<file path="config.mk">
export PLATFORM = sky130hd
export DESIGN_NAME = adc_ladder_key_press_detector_top
export DESIGN_NICKNAME = d
export VERILOG_FILES = /design/src/hw/rtl/aklpd_pkg.sv /design/src/hw/rtl/aklpd_front.sv /design/src/hw/rtl/aklpd_back.sv /design/src/hw/rtl/adc_ladder_key_press_detector_top.sv
export SDC_FILE = /design/constraint.sdc
export NUM_CORES = 1
export LEC_CHECK = 0
export BUFFER_PORTS_ARGS = -buffer_cell sky130_fd_sc_hd__buf_2
export CORE_UTILIZATION = 62
export DETAILED_ROUTE_END_ITERATION = 16
export GPL_ROUTABILITY_DRIVEN = 0
export PLACE_DENSITY = 0.81
export SLEW_MARGIN = 20
export SYNTH_ARGS = -nofsm -noshare
export SYNTH_HDL_FRONTEND = slang
export SYNTH_SLANG_ARGS = --single-unit
</file>
<file path="constraint.sdc">
create_clock -name clk_i -period 3.5 [get_ports clk_i]
set_input_delay 0.175 -clock clk_i [delete_from_list [all_inputs] [get_ports clk_i]]
set_output_delay 0.175 -clock clk_i [all_outputs]
set_load 0.03 [all_outputs]
</file>
<file path="src/hw/rtl/aklpd_pkg.sv">
// ----------------------------------------------------------------------------
// ADC ladder key press detector package
// Shared widths, key and register codes, reset values and payload types.
// ----------------------------------------------------------------------------
package aklpd_pkg;

  localparam int unsigned AdcW     = 12;
  localparam int unsigned KeyW     = 3;
  localparam int unsigned CntW     = 8;
  localparam int unsigned CfgIdxW  = 3;
  localparam int unsigned CfgDataW = 24;
  localparam int unsigned NumTh    = 8;

  // Key codes
  localparam logic [KeyW-1:0] KeyNone   = 3'd0;
  localparam logic [KeyW-1:0] KeyPlay   = 3'd1;
  localparam logic [KeyW-1:0] KeyRecord = 3'd2;
  localparam logic [KeyW-1:0] KeyFeed   = 3'd3;
  localparam logic [KeyW-1:0] KeyTime   = 3'd4;
  localparam logic [KeyW-1:0] KeySet    = 3'd5;
  localparam logic [KeyW-1:0] KeyDown   = 3'd6;
  localparam logic [KeyW-1:0] KeyUp     = 3'd7;

  // Configuration register indexes
  localparam logic [CfgIdxW-1:0] CfgThNonePlay   = 3'd0;
  localparam logic [CfgIdxW-1:0] CfgThRecordFeed = 3'd1;
  localparam logic [CfgIdxW-1:0] CfgThTimeSet    = 3'd2;
  localparam logic [CfgIdxW-1:0] CfgThDownUp     = 3'd3;
  localparam logic [CfgIdxW-1:0] CfgLongTicks    = 3'd4;
  localparam logic [CfgIdxW-1:0] CfgShortTicks   = 3'd5;

  // Configuration reset values
  localparam logic [CfgDataW-1:0] RstThNonePlay   = 24'd15568100;
  localparam logic [CfgDataW-1:0] RstThRecordFeed = 24'd11471100;
  localparam logic [CfgDataW-1:0] RstThTimeSet    = 24'd7374100;
  localparam logic [CfgDataW-1:0] RstThDownUp     = 24'd3277100;
  localparam logic [CntW-1:0]     RstLongTicks    = 8'd100;
  localparam logic [CntW-1:0]     RstShortTicks   = 8'd3;

  // Thresholds in priority order: none, play, record, feed, time, set, down, up
  typedef logic [NumTh-1:0][AdcW-1:0] thresh_t;

  // Press timing limits
  typedef struct packed {
    logic [CntW-1:0] long_ticks;
    logic [CntW-1:0] short_ticks;
  } limits_t;

  // One result transaction
  typedef struct packed {
    logic [KeyW-1:0] key_now;
    logic [KeyW-1:0] event_key;
    logic            short_press;
    logic            long_press;
  } result_t;

  // Key queue handshake seen from the back end
  typedef struct packed {
    logic            empty;
    logic [KeyW-1:0] key;
  } key_q_stat_t;

endpackage

</file>
<file path="src/hw/rtl/aklpd_front.sv">
// ----------------------------------------------------------------------------
// ADC ladder key press detector front end
// Classifies each accepted ADC sample against the threshold ladder and
// stores the key code in a two-entry queue toward the back end.
// ----------------------------------------------------------------------------
module aklpd_front (
  input  logic                          clk_i,
  input  logic                          rst_ni,
  input  aklpd_pkg::thresh_t            thresh_i,
  input  logic                          push_i,
  input  logic [aklpd_pkg::AdcW-1:0]    adc_sample_i,
  output logic                          full_o,
  input  logic                          key_pop_i,
  output aklpd_pkg::key_q_stat_t        key_stat_o
);

  logic [aklpd_pkg::KeyW-1:0] key_cls;
  logic [aklpd_pkg::KeyW-1:0] mem_q [2];
  logic                       wr_ptr_q, wr_ptr_d;
  logic                       rd_ptr_q, rd_ptr_d;
  logic [1:0]                 cnt_q, cnt_d;
  logic                       do_push, do_pop;

  // Pick the first threshold that the sample reaches; below all is no key
  always_comb begin
    key_cls = aklpd_pkg::KeyNone;
    for (int i = aklpd_pkg::NumTh - 1; i >= 0; i--) begin
      if (adc_sample_i >= thresh_i[i]) begin
        key_cls = aklpd_pkg::KeyW'(i);
      end
    end
  end

  assign full_o  = (cnt_q == 2'd2);
  assign do_push = push_i && !full_o;
  assign do_pop  = key_pop_i && (cnt_q != 2'd0);

  // Advance queue pointers and fill count
  always_comb begin
    wr_ptr_d = wr_ptr_q ^ do_push;
    rd_ptr_d = rd_ptr_q ^ do_pop;
    cnt_d    = cnt_q;
    if (do_push && !do_pop) begin
      cnt_d = cnt_q + 2'd1;
    end else if (do_pop && !do_push) begin
      cnt_d = cnt_q - 2'd1;
    end
  end

  always_ff @(posedge clk_i or negedge rst_ni) begin
    if (!rst_ni) begin
      wr_ptr_q <= 1'b0;
      rd_ptr_q <= 1'b0;
      cnt_q    <= 2'd0;
    end else begin
      wr_ptr_q <= wr_ptr_d;
      rd_ptr_q <= rd_ptr_d;
      cnt_q    <= cnt_d;
    end
  end

  // Store classified key
  always_ff @(posedge clk_i) begin
    if (do_push) begin
      mem_q[wr_ptr_q] <= key_cls;
    end
  end

  assign key_stat_o.empty = (cnt_q == 2'd0);
  assign key_stat_o.key   = mem_q[rd_ptr_q];

endmodule

</file>
<file path="src/hw/rtl/aklpd_back.sv">
// ----------------------------------------------------------------------------
// ADC ladder key press detector back end
// Tracks the held key, hold count and press flags, and queues one result
// transaction per key code in a two-entry output queue.
// ----------------------------------------------------------------------------
module aklpd_back (
  input  logic                       clk_i,
  input  logic                       rst_ni,
  input  aklpd_pkg::limits_t         limits_i,
  input  aklpd_pkg::key_q_stat_t     key_stat_i,
  output logic                       key_pop_o,
  input  logic                       pop_i,
  output logic                       empty_o,
  output aklpd_pkg::result_t         result_o
);

  logic [aklpd_pkg::KeyW-1:0] prev_key_q, prev_key_d;
  logic [aklpd_pkg::CntW-1:0] hold_cnt_q, hold_cnt_d;
  logic [aklpd_pkg::CntW-1:0] hold_inc;
  logic                       short_q, short_d;
  logic                       long_q, long_d;
  logic [aklpd_pkg::KeyW-1:0] rep_key_q, rep_key_d;
  logic [aklpd_pkg::KeyW-1:0] key;
  logic                       step;

  aklpd_pkg::result_t         res;
  aklpd_pkg::result_t         mem_q [2];
  logic                       wr_ptr_q, rd_ptr_q;
  logic [1:0]                 cnt_q, cnt_d;
  logic                       do_pop;

  assign key       = key_stat_i.key;
  assign step      = !key_stat_i.empty && (cnt_q != 2'd2);
  assign key_pop_o = step;
  assign hold_inc  = hold_cnt_q + 8'd1;

  // Update press state for the next key code
  always_comb begin
    hold_cnt_d = hold_cnt_q;
    short_d    = short_q;
    long_d     = long_q;
    rep_key_d  = rep_key_q;
    if (prev_key_q == aklpd_pkg::KeyNone && key != aklpd_pkg::KeyNone) begin
      hold_cnt_d = '0;
      short_d    = 1'b0;
      long_d     = 1'b0;
      rep_key_d  = aklpd_pkg::KeyNone;
    end else if (key == prev_key_q && key != aklpd_pkg::KeyNone) begin
      hold_cnt_d = hold_inc;
      if (hold_inc == limits_i.long_ticks) begin
        short_d   = 1'b0;
        long_d    = 1'b1;
        rep_key_d = prev_key_q;
      end
    end else if (key == aklpd_pkg::KeyNone && prev_key_q != aklpd_pkg::KeyNone) begin
      if (hold_cnt_q < limits_i.long_ticks && hold_cnt_q > limits_i.short_ticks) begin
        hold_cnt_d = '0;
        short_d    = 1'b1;
        long_d     = 1'b0;
        rep_key_d  = prev_key_q;
      end
    end else begin
      hold_cnt_d = '0;
      short_d    = 1'b0;
      long_d     = 1'b0;
      rep_key_d  = aklpd_pkg::KeyNone;
    end
    prev_key_d = key;
  end

  always_ff @(posedge clk_i or negedge rst_ni) begin
    if (!rst_ni) begin
      prev_key_q <= aklpd_pkg::KeyNone;
      hold_cnt_q <= '0;
      short_q    <= 1'b0;
      long_q     <= 1'b0;
      rep_key_q  <= aklpd_pkg::KeyNone;
    end else if (step) begin
      prev_key_q <= prev_key_d;
      hold_cnt_q <= hold_cnt_d;
      short_q    <= short_d;
      long_q     <= long_d;
      rep_key_q  <= rep_key_d;
    end
  end

  // Build result from the updated state
  always_comb begin
    res.key_now     = key;
    res.event_key   = rep_key_d;
    res.short_press = short_d;
    res.long_press  = long_d;
  end

  assign do_pop = pop_i && !empty_o;

  always_comb begin
    cnt_d = cnt_q;
    if (step && !do_pop) begin
      cnt_d = cnt_q + 2'd1;
    end else if (do_pop && !step) begin
      cnt_d = cnt_q - 2'd1;
    end
  end

  // Advance output queue pointers
  always_ff @(posedge clk_i or negedge rst_ni) begin
    if (!rst_ni) begin
      wr_ptr_q <= 1'b0;
      rd_ptr_q <= 1'b0;
      cnt_q    <= 2'd0;
    end else begin
      wr_ptr_q <= wr_ptr_q ^ step;
      rd_ptr_q <= rd_ptr_q ^ do_pop;
      cnt_q    <= cnt_d;
    end
  end

  // Hold queued results
  always_ff @(posedge clk_i) begin
    if (step) begin
      mem_q[wr_ptr_q] <= res;
    end
  end

  assign empty_o  = (cnt_q == 2'd0);
  assign result_o = mem_q[rd_ptr_q];

endmodule

</file>
<file path="src/hw/rtl/adc_ladder_key_press_detector_top.sv">
// ----------------------------------------------------------------------------
// ADC ladder key press detector top level
// Configuration registers, front end classifier and back end press tracker.
// ----------------------------------------------------------------------------
// The block takes one ADC sample per clock cycle while full_o is low and
// returns one result per sample. A pushed sample is classified into the key
// queue; the press tracker takes it once its output queue has room and
// registers the result there. The rate is set by the press tracker's state
// update, which handles one key code per cycle while one is waiting and the
// output queue has room. Two-entry queues on both sides let input and result
// sides stall independently without losing throughput. Write configuration
// only while no results are outstanding.
module adc_ladder_key_press_detector_top (
  input  logic                              clk_i,
  input  logic                              rst_ni,
  input  logic                              cfg_we_i,
  input  logic [aklpd_pkg::CfgIdxW-1:0]     cfg_idx_i,
  input  logic [aklpd_pkg::CfgDataW-1:0]    cfg_wdata_i,
  input  logic                              push_i,
  output logic                              full_o,
  input  logic [aklpd_pkg::AdcW-1:0]        adc_sample_i,
  input  logic                              pop_i,
  output logic                              empty_o,
  output logic [aklpd_pkg::KeyW-1:0]        key_now_o,
  output logic [aklpd_pkg::KeyW-1:0]        event_key_o,
  output logic                              short_press_o,
  output logic                              long_press_o
);

  logic [aklpd_pkg::CfgDataW-1:0] th_np_q, th_rf_q, th_ts_q, th_du_q;
  logic [aklpd_pkg::CntW-1:0]     long_q, short_q;
  aklpd_pkg::thresh_t             thresh;
  aklpd_pkg::limits_t             limits;
  aklpd_pkg::key_q_stat_t         key_stat;
  aklpd_pkg::result_t             result;
  logic                           key_pop;

  // Write configuration registers; unknown indexes drop the write
  always_ff @(posedge clk_i or negedge rst_ni) begin
    if (!rst_ni) begin
      th_np_q <= aklpd_pkg::RstThNonePlay;
      th_rf_q <= aklpd_pkg::RstThRecordFeed;
      th_ts_q <= aklpd_pkg::RstThTimeSet;
      th_du_q <= aklpd_pkg::RstThDownUp;
      long_q  <= aklpd_pkg::RstLongTicks;
      short_q <= aklpd_pkg::RstShortTicks;
    end else if (cfg_we_i) begin
      case (cfg_idx_i)
        aklpd_pkg::CfgThNonePlay:   th_np_q <= cfg_wdata_i;
        aklpd_pkg::CfgThRecordFeed: th_rf_q <= cfg_wdata_i;
        aklpd_pkg::CfgThTimeSet:    th_ts_q <= cfg_wdata_i;
        aklpd_pkg::CfgThDownUp:     th_du_q <= cfg_wdata_i;
        aklpd_pkg::CfgLongTicks:    long_q  <= cfg_wdata_i[aklpd_pkg::CntW-1:0];
        aklpd_pkg::CfgShortTicks:   short_q <= cfg_wdata_i[aklpd_pkg::CntW-1:0];
        default: ;
      endcase
    end
  end

  // Unpack thresholds in priority order
  assign thresh[0] = th_np_q[23:12];
  assign thresh[1] = th_np_q[11:0];
  assign thresh[2] = th_rf_q[23:12];
  assign thresh[3] = th_rf_q[11:0];
  assign thresh[4] = th_ts_q[23:12];
  assign thresh[5] = th_ts_q[11:0];
  assign thresh[6] = th_du_q[23:12];
  assign thresh[7] = th_du_q[11:0];

  assign limits.long_ticks  = long_q;
  assign limits.short_ticks = short_q;

  aklpd_front u_front (
    .clk_i        (clk_i),
    .rst_ni       (rst_ni),
    .thresh_i     (thresh),
    .push_i       (push_i),
    .adc_sample_i (adc_sample_i),
    .full_o       (full_o),
    .key_pop_i    (key_pop),
    .key_stat_o   (key_stat)
  );

  aklpd_back u_back (
    .clk_i      (clk_i),
    .rst_ni     (rst_ni),
    .limits_i   (limits),
    .key_stat_i (key_stat),
    .key_pop_o  (key_pop),
    .pop_i      (pop_i),
    .empty_o    (empty_o),
    .result_o   (result)
  );

  assign key_now_o     = result.key_now;
  assign event_key_o   = result.event_key;
  assign short_press_o = result.short_press;
  assign long_press_o  = result.long_press;

endmodule

</file>
==> run metrics <==
status=finished, final reports clean; endpoints failing hold=0; CTS max path bufs=2; maxcap violations=0; post-synth top area cell=dfrtp_1; post-route ant nets=0; DRC Markers=0; XOR/XNOR share of the synthesized area=under 10%; CP Capture Type=register; hold path start=cfg_wdata_i[19]; worst setup path class=reg2reg; H-Tree Depth=4; P_leak=4.890 nW; total grt overflow=0; Syn Std Cell Area=9226 sq um; Seq. cell area=4121 sq um; HP Class=in2reg; share of the synthesized area in the top cell type=roughly a quarter; CTS tree=built; clk root buf=clkbuf_16; final wirelength=19,520 microns; clk_skew=6.257 ps; Compound-Gate Fraction of Synth Area=roughly 15%; Total GRT Usage=27.90%; Antenna diodes=0; Die Area=around 15,000 sq um; Simple-Gate Fraction of Synth Area=10.75%; FP Rows=44; RSZ-0062 raised after global routing=no; Post CTS Setup Buffer Count=0; power per cell area=670.8 nW/um^2; PnR Total Power=6.897 mW; die height=124.0 microns; top post-synthesis cells by count=119 x ha_1, 112 x inv_1, 99 x nand2_1; DP Area=roughly 9700 sq um; Peak VDD IR=0.0004184 V; dpl cells=1,122; crit path buf inv count=1; Hold Path Sink=th_np_q[19]; Vias=6,737; Final setup viols=0; Avg WL per Cell=16.89 microns; Mapped Cells=905; most common cell in the netlist=ha_1; Ports=54; antenna violations before repair=0; number of global-route vias before repair=6,729; Peak Freq=309.6 MHz; slowest CP cell=dfstp_2; Mean Syn Cell Area=10.19 sq um; WP depth=9; worst skew pair latency=approximately 420 ps; worst r2r path cells=9; Cell Count, Final, Fillers Out=1,156; Synth Register Bits=158; hold-fix buffers at CTS=2; mux cell area share after synthesis=6.320%; Fin Hold WS=a little over 6 ps; period utilisation layout=slightly above 90%; initial DRC count=520; dpl ws=448.5 ps; Worst slew margin=40.78%; largest net degree at the start of global routing=109; clk sink count=approximately 160; layout cells sized above 1=21.40%; first-pass GRT wire length=between 30,000 and 40,000 microns; Syn Nets=1,068; largest family of logic cells by synthesized area=adder cells; crit path cell chain=inv_1, ha_1, a211oi_1, nor2_1, a211o_1, a21oi_1, a21oi_1, or2_4, a221o_1; CP Max Fanout=8; Top delay family on crit path=compound AO/OA/AOI/OAI gates; initial core utilization=between 60% and 70%; cts repair resizes=0; fin area=10,280 sq um; Vias per Instance=5.828; minimum clock period=3230 ps; Core Box Area=14,530 sq um; Final Slew Violations=0; die width=roughly 120 microns; WP data arrival=3400 ps; hpwl dp=13,260 microns; Crit path required time=3670 ps; IO buf count=53; register area share after synthesis=44.67%; CTS buffer count=17; Post-synth EDFFs=22; Distinct cells, synth=64; Worst-Margin Slew=888.3 ps; post-synthesis adder-cell area fraction=16.14%; Synth Flop Type=dfrtp_1; clk slew on worst S/H paths=approximately 60 ps; Most Frequent Cell on Critical Path=a21oi_1; YS warnings=0; Synth area leaders=dfrtp_1 24%, ha_1 16%, dfstp_2 13%; drt first pass iters=5; Startpoint Class=register; final worst slack=around 270 ps; FF-to-FF End=u_back.mem_q[0][4]; Layout area overhead=11.45%; CP peak stage delay=550 ps; hold path depth=3; final setup TNS=0 ps; Synth async-reset ratio=a little under nine tenths; # fillers=1,096; Core Util, Final=70.75%; reg2reg start=long_q[5]; area of the multi-input gates=4571 sq um; nets@finish=1,122; R2R setup slack=270 ps
[worst register-to-register path, cell delays in order, from the launching register on]
cell and delay [ps]:
dfstp_2 550, inv_1 60, ha_1 320, a211oi_1 290, nor2_1 90, a211o_1 270, a21oi_1 390, a21oi_1 320
or2_4 330, a221o_1 360
[area by class of cell]
cell class / count / area share, %
Inverter: 112 / 4.089
Sequential cell: 158 / 40.08
Clock inverter: 10 / 1.107
Clock buffer: 22 / 4.514
Timing Repair Buffer: 64 / 3.517
Multi-Input combinational cell: 606 / 44.45
Tap cell: 184 / 2.239
[placed cells by master (no fill, tap or decap), types with 5 or more instances in the layout]
cell,count
nor2_1,30
a211oi_1,8
nand2_1,99
inv_1,112
o31ai_1,5
buf_2,52
nand4_1,15
clkbuf_16,17
nand3_1,7
mux2_2,50
nor2b_1,12
o211ai_1,5
dfstp_2,46
a21oi_1,25
nand2b_1,9
edfxtp_1,22
nor3_1,15
buf_4,9
o21ai_0,93
xnor2_1,8
dfrtp_1,90
a21o_1,32
ha_1,119
xor2_1,9
[report_power, final]
| part | switching [mW] | internal (mW) | total [mW] |
|---|---|---|---|
| Clock | 0.744 | 1.09 | 1.83 |
| Combinational | 1.35 | 0.970 | 2.32 |
| Sequential | 0.265 | 2.48 | 2.75 |
[worst max path at each step]
stage,start,end,slack (ps)
2_1_floorplan,u_back.hold_cnt_q[1],u_back.mem_q[0][4],690
3_3_place_gp,long_q[5],u_back.mem_q[0][4],520
3_5_place_dp,u_back.hold_cnt_q[1],u_back.mem_q[0][4],450
4_1_cts,long_q[5],u_back.mem_q[0][4],370
5_1_grt,long_q[5],u_back.mem_q[0][4],80
6_report,long_q[5],u_back.mem_q[0][4],270
[state kept, by name, indices dropped and copies added (netlist names), 2 cells and up]
register and flops:
th_du_q 24, th_np_q 24, th_rf_q 24, th_ts_q 24, u_back.mem_q 16, long_q 8, short_q 8, u_back.hold_cnt_q 8
u_front.mem_q 6, u_back.prev_key_q 3, u_back.rep_key_q 3, u_back.cnt_q 2, u_front.cnt_q 2
[layer usage]
| layer | up-vias | wire length (microns) | global-route usage (%) |
|---|---|---|---|
| met5 | - | 0 | 0 |
| met4 | 0 | 394 | 9.673 |
| met3 | 36 | 708 | 5.128 |
| met2 | 154 | 9822 | 48.09 |
| met1 | 3286 | 8598 | 35.21 |
| li1 | 3261 | - | - |
[cells by family (layout without fill, tap and decap cells)]
kind of cell    after synthesis  after routing
flops                       158            158
compound gates              209            209
mux                          52             52
simple gates                209            209
xor+xnor                     17             17
fa+ha+maj                   119            119
buf+inv                     141            208
(Power assumes the default switching activity.)
